[src/sv/lbce_pkg.sv]
// Shared types, codes and helper functions for the line-B compare and EOR unit.
package lbce_pkg;

  localparam logic [1:0] CLS_CMP  = 2'd0;
  localparam logic [1:0] CLS_CMPA = 2'd1;
  localparam logic [1:0] CLS_CMPM = 2'd2;
  localparam logic [1:0] CLS_EOR  = 2'd3;

  localparam logic [1:0] SZ_BYTE = 2'd0;
  localparam logic [1:0] SZ_WORD = 2'd1;
  localparam logic [1:0] SZ_LONG = 2'd2;

  localparam logic [2:0] MODE_AREG = 3'd1;
  localparam logic [2:0] MODE_EXT  = 3'd7;
  localparam logic [2:0] OPM_CMPA_W = 3'd3;
  localparam logic [2:0] OPM_CMPA_L = 3'd7;
  localparam logic [2:0] OPM_EOR_B  = 3'd4;
  localparam logic [2:0] EXT_SRC_MAX = 3'd4;
  localparam logic [2:0] EXT_DST_MAX = 3'd1;

  typedef struct packed {
    logic       illegal;
    logic [1:0] op_class;
    logic [1:0] size_code;
    logic [1:0] alu_size;
  } ctl_t;

  function automatic logic [31:0] size_mask(input logic [1:0] sz);
    case (sz)
      SZ_BYTE: size_mask = 32'h0000_00FF;
      SZ_WORD: size_mask = 32'h0000_FFFF;
      default: size_mask = 32'hFFFF_FFFF;
    endcase
  endfunction

  function automatic logic size_msb(input logic [1:0] sz, input logic [31:0] val);
    case (sz)
      SZ_BYTE: size_msb = val[7];
      SZ_WORD: size_msb = val[15];
      default: size_msb = val[31];
    endcase
  endfunction

endpackage

[src/sv/lbce_decode.sv]
// First stage: opcode decode, legality check and operand sizing.
module lbce_decode
  import lbce_pkg::*;
(
  input  logic        clk,
  input  logic        rst,
  input  logic        up_valid,
  input  logic        down_en,
  input  logic [11:0] opcode_low,
  input  logic [31:0] ea_value,
  input  logic [31:0] reg_value,
  output logic        en,
  output logic        valid,
  output ctl_t        ctl,
  output logic [31:0] src,
  output logic [31:0] dst
);

  logic [2:0]  opmode;
  logic [2:0]  mode;
  logic [2:0]  rreg;
  logic        src_ok;
  logic        ok;
  ctl_t        ctl_next;
  logic [31:0] src_next;
  logic [31:0] dst_next;
  logic [31:0] mask;

  assign opmode = opcode_low[8:6];
  assign mode   = opcode_low[5:3];
  assign rreg   = opcode_low[2:0];
  assign src_ok = (mode != MODE_EXT) || (rreg <= EXT_SRC_MAX);
  assign en     = !valid || down_en;

  always_comb begin
    ctl_next = '0;
    ok = 1'b0;
    if (opmode <= 3'(SZ_LONG)) begin
      ctl_next.op_class  = CLS_CMP;
      ctl_next.size_code = opmode[1:0];
      ctl_next.alu_size  = opmode[1:0];
      ok = src_ok && !(opmode[1:0] == SZ_BYTE && mode == MODE_AREG);
    end else if (opmode == OPM_CMPA_W || opmode == OPM_CMPA_L) begin
      ctl_next.op_class  = CLS_CMPA;
      ctl_next.size_code = (opmode == OPM_CMPA_W) ? SZ_WORD : SZ_LONG;
      ctl_next.alu_size  = SZ_LONG;
      ok = src_ok;
    end else if (mode == MODE_AREG) begin
      ctl_next.op_class  = CLS_CMPM;
      ctl_next.size_code = 2'(opmode - OPM_EOR_B);
      ctl_next.alu_size  = 2'(opmode - OPM_EOR_B);
      ok = 1'b1;
    end else begin
      ctl_next.op_class  = CLS_EOR;
      ctl_next.size_code = 2'(opmode - OPM_EOR_B);
      ctl_next.alu_size  = 2'(opmode - OPM_EOR_B);
      ok = (mode != MODE_EXT) || (rreg <= EXT_DST_MAX);
    end

    mask = size_mask(ctl_next.alu_size);
    if (ctl_next.op_class == CLS_CMPA && ctl_next.size_code == SZ_WORD) begin
      src_next = {{16{ea_value[15]}}, ea_value[15:0]};
    end else begin
      src_next = ea_value & mask;
    end
    dst_next = reg_value & mask;

    if (!ok) begin
      ctl_next = '0;
      ctl_next.illegal = 1'b1;
      src_next = '0;
      dst_next = '0;
    end
  end

  always_ff @(posedge clk) begin
    if (rst) begin
      valid <= 1'b0;
    end else if (en) begin
      valid <= up_valid;
    end
    if (en) begin
      ctl <= ctl_next;
      src <= src_next;
      dst <= dst_next;
    end
  end

endmodule

[src/sv/lbce_alu.sv]
// Second stage: subtract or exclusive-or of the sized operands.
module lbce_alu
  import lbce_pkg::*;
(
  input  logic        clk,
  input  logic        rst,
  input  logic        up_valid,
  input  logic        down_en,
  input  ctl_t        up_ctl,
  input  logic [31:0] src,
  input  logic [31:0] dst,
  output logic        en,
  output logic        valid,
  output ctl_t        ctl,
  output logic [31:0] res,
  output logic        borrow,
  output logic        src_msb,
  output logic        dst_msb
);

  logic [32:0] diff;

  assign en   = !valid || down_en;
  assign diff = {1'b0, dst} - {1'b0, src};

  always_ff @(posedge clk) begin
    if (rst) begin
      valid <= 1'b0;
    end else if (en) begin
      valid <= up_valid;
    end
    if (en) begin
      ctl     <= up_ctl;
      res     <= (up_ctl.op_class == CLS_EOR) ? (dst ^ src) : diff[31:0];
      borrow  <= diff[32];
      src_msb <= size_msb(up_ctl.alu_size, src);
      dst_msb <= size_msb(up_ctl.alu_size, dst);
    end
  end

endmodule

[src/sv/lbce_flags.sv]
// Third stage: condition codes, write-back result and the output register.
module lbce_flags
  import lbce_pkg::*;
(
  input  logic        clk,
  input  logic        rst,
  input  logic        up_valid,
  input  logic        out_stall,
  input  ctl_t        up_ctl,
  input  logic [31:0] res,
  input  logic        borrow,
  input  logic        src_msb,
  input  logic        dst_msb,
  output logic        en,
  output logic        valid,
  output logic        illegal,
  output logic [1:0]  op_class,
  output logic [1:0]  size_code,
  output logic        flag_n,
  output logic        flag_z,
  output logic        flag_v,
  output logic        flag_c,
  output logic        write_back,
  output logic [31:0] result_value
);

  logic [31:0] sized;
  logic        is_eor;
  logic        res_msb;

  assign en      = !valid || !out_stall;
  assign sized   = res & size_mask(up_ctl.alu_size);
  assign is_eor  = up_ctl.op_class == CLS_EOR;
  assign res_msb = size_msb(up_ctl.alu_size, sized);

  always_ff @(posedge clk) begin
    if (rst) begin
      valid <= 1'b0;
    end else if (en) begin
      valid <= up_valid;
    end
    if (en) begin
      illegal      <= up_ctl.illegal;
      op_class     <= up_ctl.op_class;
      size_code    <= up_ctl.size_code;
      flag_n       <= !up_ctl.illegal && res_msb;
      flag_z       <= !up_ctl.illegal && (sized == 32'd0);
      flag_v       <= !up_ctl.illegal && !is_eor && (dst_msb ^ src_msb) && (dst_msb ^ res_msb);
      flag_c       <= !up_ctl.illegal && !is_eor && borrow;
      write_back   <= !up_ctl.illegal && is_eor;
      result_value <= (!up_ctl.illegal && is_eor) ? sized : 32'd0;
    end
  end

endmodule

[src/sv/m68k_line_b_compare_eor_unit.sv]
// Top level of the line-B compare and EOR execute unit.
//
// The input channel takes one item per cycle while in_stall is low: the low
// 12 opcode bits of a line-B instruction with its fetched effective-address
// and register operands. The output channel gives one item per input item:
// the illegal flag, the operation class and size, the new N, Z, V and C
// flags, and for EOR the write-back request and the sized result.
// Both channels use valid and stall; an item moves when valid is high and
// stall is low. The block is a three-stage pipeline of decode, the
// subtract or exclusive-or, and flag generation into the output register.
// An item passes through the decode, ALU and flag registers in that order
// before it shows on the output, and throughput is one item per cycle
// while the output is not stalled.
// Each stage holds its item while the stage after it is full and cannot
// move, so a stall on the output backs up through the stages to in_stall
// without losing or repeating an item. Empty stages keep filling while the
// output is stalled.
// Reset clears all stage valid bits; the pipeline then starts empty.
module m68k_line_b_compare_eor_unit
  import lbce_pkg::*;
(
  input  logic        clk,
  input  logic        rst,
  input  logic        in_valid,
  output logic        in_stall,
  input  logic [11:0] opcode_low,
  input  logic [31:0] ea_value,
  input  logic [31:0] reg_value,
  output logic        out_valid,
  input  logic        out_stall,
  output logic        illegal,
  output logic [1:0]  op_class,
  output logic [1:0]  size_code,
  output logic        flag_n,
  output logic        flag_z,
  output logic        flag_v,
  output logic        flag_c,
  output logic        write_back,
  output logic [31:0] result_value
);

  logic        dec_en;
  logic        dec_valid;
  ctl_t        dec_ctl;
  logic [31:0] dec_src;
  logic [31:0] dec_dst;
  logic        alu_en;
  logic        alu_valid;
  ctl_t        alu_ctl;
  logic [31:0] alu_res;
  logic        alu_borrow;
  logic        alu_src_msb;
  logic        alu_dst_msb;
  logic        flg_en;

  assign in_stall = !dec_en;

  lbce_decode u_decode (
    .clk        (clk),
    .rst        (rst),
    .up_valid   (in_valid),
    .down_en    (alu_en),
    .opcode_low (opcode_low),
    .ea_value   (ea_value),
    .reg_value  (reg_value),
    .en         (dec_en),
    .valid      (dec_valid),
    .ctl        (dec_ctl),
    .src        (dec_src),
    .dst        (dec_dst)
  );

  lbce_alu u_alu (
    .clk      (clk),
    .rst      (rst),
    .up_valid (dec_valid),
    .down_en  (flg_en),
    .up_ctl   (dec_ctl),
    .src      (dec_src),
    .dst      (dec_dst),
    .en       (alu_en),
    .valid    (alu_valid),
    .ctl      (alu_ctl),
    .res      (alu_res),
    .borrow   (alu_borrow),
    .src_msb  (alu_src_msb),
    .dst_msb  (alu_dst_msb)
  );

  lbce_flags u_flags (
    .clk          (clk),
    .rst          (rst),
    .up_valid     (alu_valid),
    .out_stall    (out_stall),
    .up_ctl       (alu_ctl),
    .res          (alu_res),
    .borrow       (alu_borrow),
    .src_msb      (alu_src_msb),
    .dst_msb      (alu_dst_msb),
    .en           (flg_en),
    .valid        (out_valid),
    .illegal      (illegal),
    .op_class     (op_class),
    .size_code    (size_code),
    .flag_n       (flag_n),
    .flag_z       (flag_z),
    .flag_v       (flag_v),
    .flag_c       (flag_c),
    .write_back   (write_back),
    .result_value (result_value)
  );

endmodule

[config.mk]
export PLATFORM = sky130hd
export DESIGN_NAME = m68k_line_b_compare_eor_unit
export DESIGN_NICKNAME = d
export VERILOG_FILES = /design/src/sv/lbce_pkg.sv /design/src/sv/lbce_decode.sv /design/src/sv/lbce_alu.sv /design/src/sv/lbce_flags.sv /design/src/sv/m68k_line_b_compare_eor_unit.sv
export SDC_FILE = /design/constraint.sdc
export NUM_CORES = 1
export LEC_CHECK = 0
export ABC_AREA = 1
export BUFFER_PORTS_ARGS = -buffer_cell sky130_fd_sc_hd__clkbuf_2
export CAP_MARGIN = 20
export CELL_PAD_IN_SITES_DETAIL_PLACEMENT = 0
export CELL_PAD_IN_SITES_GLOBAL_PLACEMENT = 2
export CORE_UTILIZATION = 35
export CTS_CLUSTER_DIAMETER = 150
export DETAILED_ROUTE_END_ITERATION = 10
export PLACE_DENSITY_LB_ADDON = 0.1
export SLEW_MARGIN = 20
export SYNTH_ARGS = -nofsm -noshare
export SYNTH_HDL_FRONTEND = slang
export SYNTH_SLANG_ARGS = --single-unit
export TNS_END_PERCENT = 10
[constraint.sdc]
create_clock -name clk -period 8.05 [get_ports clk]
set_clock_uncertainty 0.05 [all_clocks]
set_input_delay 2.415 -clock clk [delete_from_list [all_inputs] [get_ports clk]]
set_output_delay 2.415 -clock clk [all_outputs]
set_load 0.03 [all_outputs]
==> results of run 1 <==
layer usage:
layer,track usage [%],share of wire (%),up-vias
met4,4.30,0.38,0
met2,24.3,42,121
met1,24.3,55,2575
li1,-,-,3369
met5,0,0,-
met3,2.70,2.9,2
per-stage QoR:
step                      instance area [um2]  std cells
after floorplan                          8420        990
after global placement                   9370       1414
after detailed placement                 9370       1414
after CTS                                9980       1446
after global routing                     9980       1446
final                                    9980       1446
synth_stat cells, types with 2 or more instances:
library cell / number / area share (%)
a21oi_1: 30 / 1.8
buf_1: 3 / 0.13
buf_2: 3 / 0.18
clkbuf_1: 10 / 0.45
dfxtp_1: 3 / 0.71
edfxtp_1: 155 / 55
ha_1: 32 / 4.8
inv_1: 171 / 7.6
inv_2: 6 / 0.27
nand2_1: 303 / 14
nand3_1: 36 / 2.1
nand3b_1: 2 / 0.18
nand4_1: 6 / 0.45
nor2_1: 165 / 7.4
nor3_1: 12 / 0.71
o21a_1: 2 / 0.18
o21ai_1: 21 / 1.2
xnor2_1: 14 / 1.5
path summary, 6_finish.rpt:
| check | startpoint | endpoint | cells past startpoint |
|---|---|---|---|
| max | out_stall | in_stall | 8 |
| min | u_alu.ctl[3]$_DFFE_PP_ | u_flags.size_code[1]$_DFFE_PP_ | 0 |
| min reg2reg | u_alu.ctl[3]$_DFFE_PP_ | u_flags.size_code[1]$_DFFE_PP_ | 0 |
| max reg2reg | u_flags.valid$_SDFFE_PP0P_ | u_decode.dst[23]$_SDFFCE_PP0N_ | 8 |
critical path, cell delays in order:
cell	delay [ns]
clkbuf_2	0.08
nand2_2	0.05
buf_4	0.41
nor2_1	0.08
inv_1	0.07
buf_4	0.43
nor2_1	0.15
clkbuf_2	0.22
state kept, by name, indices dropped and copies added, names as in the netlist, 2 cells and up:
signal,cells
u_decode.ctl,7
u_decode.dst,32
u_flags.size_code,2
u_flags.result_value,32
u_alu.ctl,7
u_decode.src,32
u_alu.res,32
u_flags.op_class,2
area by class of cell:
type                    count  area (um2)  share of cell area [%]
inverters                 177         664                    6.66
repair buffers            123         623                    6.24
flip-flops and latches    158        4710                    47.2
multi-input cells         637        2970                    29.7
clock buffers              17         425                    4.26
well taps                 319         399                    4.00
clock inverters            15         186                    1.87
power breakdown:
part	total [mW]	leakage, nW	switching [mW]	internal [mW]
Combinational	0.471	2.97	0.314	0.156
Clock	0.806	0.297	0.384	0.422
Sequential	1.05	1.77	0.0338	1.02
cell families (layout without fill, tap and decap cells):
| kind of cell | count (synthesis) | count (layout) |
|---|---|---|
| compound gates | 57 | 57 |
| xor+xnor | 15 | 15 |
| fa+ha+maj | 33 | 33 |
| buf+inv | 195 | 332 |
| flops | 158 | 158 |
| mux | 1 | 1 |
| simple gates | 531 | 531 |
==> results.py, run 1 <==
metrics = {
    "clocking": {
        "cts_setup_buffers": 0,
        "cts_tree": "built",
        "cts-hold-fix-buffers": 0,
        "clock-root-buffer": "clkbuf_16",
        "htreeDepth": 4,
        "cts_buffers": 17,
        "post_cts_resized": 0,
        "clock_sinks": 158,
        "cts.path.max_buffers": 2,
        "clkTransAtPathRegs_ns": 0.07,
        "insertion_delay_ns": 0.44,
    },
    "detailed_routing": {
        "via_per_inst": 4.20,
        "ant_nets": 0,
        "wl_per_cell_um": 12.9,
        "drt_iter0_markers": 227,
        "drc": 0,
        "vias": 6067,
        "wl_um": 18600,
        "dr.pass1.iters": 5,
    },
    "timing": {
        "rsz0062_at_grt": "false",
        "holdWs_ns": 0.369,
        "final-hold-violation-count": 0,
        "fin_crit_ns": 6.38,
        "max_slew_margin_pct": 33.3,
        "fmax_mhz": 157,
        "setup_tns_ns": 0,
        "tightestPinTransition_ns": 0.997,
        "post-route-period-util_pct": 79.2,
        "maxSlewViolCount": 0,
        "setup_viol_count_final": 0,
        "timing.final.ws_setup_ns": 1.67,
    },
    "placed_design": {
        "io_buffers": 120,
        "dp_hpwl_um": 14800,
        "place_ws_ns": 1.63,
        "gp_congestion": 0.774,
    },
    "die": {
        "core-area_um2": 23500,
        "start_util_pct": 35.8,
        "rows": 56,
        "die_w_um": 157,
        "ios": 124,
        "die_area_um2": 24700,
        "chipHeight_um": 157,
    },
    "finish": {
        "layout_commonest_cell": "nand2_1",
        "drive_above_1_share_pct": 14.7,
        "layout_common_cells": "nand2_1, inv_1, nor2_1",
        "diodes": 0,
        "num-nets-final": 1227,
        "fill_cells": 2508,
        "area_growth_pct": 18.4,
        "final_core_util_pct": 42.4,
    },
    "global_routing": {
        "overflow": 0,
        "grt_max_degree": 72,
        "track_usage_pct": 16.3,
        "antenna_found_initial": 0,
        "grt_pass1_wl_um": 30100,
        "grt_pass1_vias": 5759,
    },
    "flow_run": {
        "max_cap_violations": 0,
    },
    "synth": {
        "synth_simple_gate_area_share_pct": 24.9,
        "syn_inst": 990,
        "synth_top_family_by_area": "simple AND/OR/NAND/NOR gates",
        "synth_edf_count": 155,
        "synthArstFlopShare_pct": 0,
        "syn_area_um2": 8420,
        "synth_compound_gate_area_share_pct": 3.58,
        "yosys.area_share.xor_xnor_pct": 1.56,
        "yosysWarnings": 0,
        "yosysSeqAreaShare_pct": 56.0,
        "synth_nets": 1103,
        "synth-seq-cells": 158,
        "synthAdderAreaFrac_pct": 4.99,
        "syn_avg_cell_area_um2": 8.51,
        "synth-main-ff-cell": "edfxtp_1",
        "synthMuxAreaShare_pct": 0.119,
        "synth.distinct_cells": 34,
    },
    "worst_setup_path": {
        "worstPathRequired_ns": 5.59,
        "end_kind": "output pin",
        "crit_path_start_kind": "primary input",
        "crit_arrival_ns": 3.91,
        "crit_type": "primary input to output pin",
        "r2r_slack_ns": 5.31,
        "worstPathMaxFanout": 44,
    },
    "power_and_ir_drop": {
        "peakVddDrop_mv": 0.0926,
        "leakagePower_nw": 5.04,
        "p_total_mw": 2.33,
        "power_per_cell_area_nw_per_um2": 234,
    },
    "status": {
        "outcome": "finished clean",
    },
    "hold_path": {
        "worst_hold_path_type": "flip-flop to flip-flop",
    },
}
No activity file was read; power rests on OpenSTA's default activity.
==> run 2: changes to the inputs <==
Clock period 8.05 ns to 6.48 ns, I/O delays scaled along.
==> run 2 against run 1 <==
  * Hold slack better by 0.0017 ns
  * Clock-buffer cell count up 1
  * First-iteration DRC count up 19%
  * Design area about the same
  * Clock power up 27%
  * Largest power group unchanged
  * Largest cell class unchanged
  * Die area unchanged
  * Sequential share of layout area about the same
  * Global-route usage up 0.24 points
  * Utilization about the same
==> results.py, run 2 (synthesized netlist as in run 1, its figures left out) <==
metrics = {
    "worst_setup_path": {
        "crit_type": "primary input to output pin",
        "worstPathMaxFanout": 3,
        "worstPathRequired_ns": 4.49,
        "crit_arrival_ns": 2.66,
        "crit_path_start_kind": "primary input",
        "end_kind": "output pin",
    },
    "finish": {
        "drive_above_1_share_pct": 14.7,
        "fill_cells": 2491,
        "multiInputGateArea_um2": 2970,
        "seq_area_um2": 4710,
        "layout_common_cells": "nand2_1, inv_1, nor2_1",
        "diodes": 0,
        "area_growth_pct": 18.5,
        "layout_commonest_cell": "nand2_1",
        "layoutNonFillerInstCount": 1447,
        "final_core_util_pct": 42.4,
        "num-nets-final": 1228,
        "fin_area_um2": 9980,
    },
    "clocking": {
        "cts_tree": "built",
        "htreeDepth": 4,
        "cts-hold-fix-buffers": 0,
        "clkTransAtPathRegs_ns": 0.07,
        "cts_setup_buffers": 0,
        "cts.path.max_buffers": 2,
        "post_cts_resized": 0,
        "clock_sinks": 158,
        "clock-root-buffer": "clkbuf_16",
        "insertion_delay_ns": 0.43,
        "cts_buffers": 17,
    },
    "detailed_routing": {
        "drc": 0,
        "via_per_inst": 4.22,
        "drt_iter0_markers": 269,
        "vias": 6112,
        "ant_nets": 0,
        "dr.pass1.iters": 4,
        "wl_um": 18800,
        "wl_per_cell_um": 13.0,
    },
    "timing": {
        "fmax_mhz": 215,
        "fin_crit_ns": 4.65,
        "rsz0062_at_grt": "false",
        "final-hold-violation-count": 0,
        "setup_tns_ns": 0,
        "post-route-period-util_pct": 71.8,
        "tightestPinTransition_ns": 0.892,
        "holdWs_ns": 0.370,
        "setup_viol_count_final": 0,
        "maxSlewViolCount": 0,
        "timing.final.ws_setup_ns": 1.83,
        "max_slew_margin_pct": 40.5,
    },
    "power_and_ir_drop": {
        "leakagePower_nw": 5.04,
        "p_int_mw": 2.05,
        "swShare_pct": 29.9,
        "p_switching_mw": 0.873,
        "peakVddDrop_mv": 0.126,
        "power_per_cell_area_nw_per_um2": 292,
        "p_clk_share_pct": 35.1,
        "power_frac_seq_pct": 45.0,
        "p_comb_share_pct": 20.0,
        "p_total_mw": 2.92,
    },
    "flow_run": {
        "max_cap_violations": 0,
    },
    "global_routing": {
        "antenna_found_initial": 0,
        "track_usage_pct": 16.5,
        "met1_usage_pct": 24.8,
        "use_met2_pct": 24.4,
        "grt_max_degree": 72,
        "busiest_layer": "met1",
        "overflow": 0,
        "grt_pass1_vias": 5843,
        "grt_pass1_wl_um": 30800,
        "grtUsageMet3_pct": 2.18,
    },
    "placed_design": {
        "io_buffers": 120,
        "place_ws_ns": 1.81,
        "dp_hpwl_um": 14800,
        "dpl.cell_count": 1415,
        "gp_congestion": 0.792,
        "dpl-instance-area_um2": 9370,
    },
    "die": {
        "rows": 56,
        "die_area_um2": 24700,
        "ios": 124,
        "chipHeight_um": 157,
        "start_util_pct": 35.8,
        "core-area_um2": 23500,
        "die_w_um": 157,
    },
    "status": {
        "outcome": "finished clean",
    },
    "hold_path": {
        "worst_hold_path_type": "flip-flop to flip-flop",
    },
}
-- run 2: area by class of cell --
cell class              instances  share of cell area (%)
clock buffers                  18                    4.30
clock inverters                14                    1.72
inverters                     177                    6.66
multi-input cells             637                    29.8
flip-flops and latches        158                    47.2
well taps                     319                    4.00
repair buffers                124                    6.32
-- run 2: worst paths after layout --
kind | depth (start not counted) | slack [ns] | to | from
setup / recovery | 6 | 1.83 | in_stall | out_stall
hold / removal | 0 | 0.37 | u_flags.size_code[0]$_DFFE_PP_ | u_alu.ctl[2]$_DFFE_PP_
hold reg to reg | 0 | 0.37 | u_flags.size_code[0]$_DFFE_PP_ | u_alu.ctl[2]$_DFFE_PP_
setup reg to reg | 9 | 4.29 | u_alu.res[29]$_DFFE_PP_ | u_decode.dst[11]$_SDFFCE_PP0N_
-- run 2: critical path, stage by stage --
cell	delay, ns
clkbuf_2	0.08
nand2_2	0.05
nor2_1	0.08
inv_1	0.06
nor2_1	0.19
clkbuf_2	0.25
-- run 2: power by group through the flow --
stage / Sequential [mW] / Combinational [mW] / Clock, mW
after CTS: 1.31 / 0.591 / 1.05
after floorplan: 1.37 / 0.368 / 0
after detailed placement: 1.34 / 0.587 / 0
after global routing: 1.33 / 0.671 / 1.09
after global placement: 1.33 / 0.589 / 0
final: 1.31 / 0.583 / 1.02
-- run 2: per-layer routing --
metal / up-vias / wire [um] / share of wire [%]
met5: - / 0 / 0
met4: 0 / 218 / 1.2
met3: 14 / 545 / 2.9
met2: 115 / 7680 / 41
met1: 2610 / 10400 / 55
li1: 3373 / - / -
==> run 3: changes to the inputs <==
Clock period 6.48 ns to 4.7 ns, I/O delays scaled along.
==> run 3 against run 2 <==
  * Design area is 0.23% higher
  * Critical endpoint unchanged
  * Critical path type unchanged
  * First-iteration DRC count is 22% lower
  * Worst setup slack worse by 0.64 ns
  * Sequential power is 37% higher
==> results.py, run 3 (synthesized netlist as in run 1, its figures left out) <==
metrics = {
    "finish": {
        "final_core_util_pct": 42.5,
        "num-nets-final": 1229,
        "layout_common_cells": "nand2_1, inv_1, nor2_1",
        "drive_above_1_share_pct": 15.0,
        "layout_commonest_cell": "nand2_1",
        "area_growth_pct": 18.7,
        "diodes": 0,
    },
    "clocking": {
        "post_cts_resized": 0,
        "htreeDepth": 4,
        "cts.path.max_buffers": 2,
        "clkTransAtPathRegs_ns": 0.07,
        "clock_sinks": 158,
        "insertion_delay_ns": 0.42,
        "cts_setup_buffers": 0,
        "clock-root-buffer": "clkbuf_16",
        "cts-hold-fix-buffers": 0,
        "cts_tree": "built",
        "cts_buffers": 17,
    },
    "detailed_routing": {
        "dr.pass1.iters": 4,
        "drc": 0,
        "drt_iter0_markers": 211,
        "wl_um": 18500,
        "wl_per_cell_um": 12.8,
        "via_per_inst": 4.16,
        "ant_nets": 0,
        "vias": 6020,
    },
    "die": {
        "start_util_pct": 35.8,
        "rows": 56,
        "chipHeight_um": 157,
        "ios": 124,
        "die_area_um2": 24700,
        "die_w_um": 157,
        "core-area_um2": 23500,
    },
    "power_and_ir_drop": {
        "peakVddDrop_mv": 0.173,
        "leakagePower_nw": 5.04,
        "power_per_cell_area_nw_per_um2": 396,
    },
    "hold_path": {
        "worst_hold_path_type": "flip-flop to flip-flop",
    },
    "timing": {
        "fin_crit_ns": 3.51,
        "maxSlewViolCount": 0,
        "final-hold-violation-count": 0,
        "setup_viol_count_final": 0,
        "tightestPinTransition_ns": 0.843,
        "max_slew_margin_pct": 43.8,
        "setup_tns_ns": 0,
        "fmax_mhz": 285,
        "post-route-period-util_pct": 74.7,
        "rsz0062_at_grt": "false",
    },
    "placed_design": {
        "io_buffers": 120,
        "gp_congestion": 0.775,
        "dp_hpwl_um": 14800,
    },
    "global_routing": {
        "overflow": 0,
        "grt_pass1_vias": 5763,
        "grt_pass1_wl_um": 30000,
        "antenna_found_initial": 0,
        "track_usage_pct": 16.0,
        "grt_max_degree": 72,
    },
    "flow_run": {
        "max_cap_violations": 0,
    },
    "worst_setup_path": {
        "crit_path_start_kind": "primary input",
        "crit_arrival_ns": 2.05,
        "crit_type": "primary input to output pin",
        "end_kind": "output pin",
        "worstPathRequired_ns": 3.24,
        "worstPathMaxFanout": 3,
    },
    "status": {
        "outcome": "finished clean",
    },
}
## run 3: path summary, 6_finish.rpt
path	from	to	slack, ns	cells past startpoint
max	out_stall	in_stall	1.19	6
min	u_decode.ctl[6]$_DFFE_PN_	u_alu.ctl[6]$_DFFE_PP_	0.38	0
max reg2reg	u_decode.ctl[4]$_SDFFCE_PP0N_	u_alu.res[25]$_DFFE_PP_	2.50	8
min reg2reg	u_decode.ctl[6]$_DFFE_PN_	u_alu.ctl[6]$_DFFE_PP_	0.38	0
## run 3: per-layer routing
layer	track usage [%]	share of wire [%]	vias up
li1	-	-	3372
met1	24.3	55	2510
met2	23.5	40	128
met3	2.09	3.4	10
met4	4.99	0.88	0
met5	0	0	-
## run 3: cell type report
class / count / area, um2
clock inverters: 15 / 171
well taps: 319 / 399
fillers: 2467 / 13500
flip-flops and latches: 158 / 4710
clock buffers: 17 / 425
multi-input cells: 637 / 2970
inverters: 177 / 668
repair buffers: 125 / 651
## run 3: through the flow
stage          area [um2]  total power [mW]  hold slack, ns  std cells  setup WS [ns]
6_report            10000              3.97           0.384       1448           1.19
3_3_place_gp         9410              2.65           0.356       1416           1.17
2_1_floorplan        8440              2.40           0.350        990         0.0878
3_5_place_dp         9410              2.65           0.363       1416           1.17
5_1_grt             10000              4.20           0.388       1448           1.05
4_1_cts             10000              4.02           0.386       1448           1.17
## run 3: report_power, final
part	internal (mW)	switching (mW)	total, mW
registers	1.75	0.0569	1.80
logic	0.268	0.533	0.802
clock network	0.716	0.643	1.36
total	2.73	1.23	3.97
## run 3: worst max-delay path, stage by stage
cell and delay [ns]:
clkbuf_2 0.08, nand2_2 0.05, nor2_1 0.08, inv_1 0.08, nor2_4 0.13, clkbuf_2 0.22
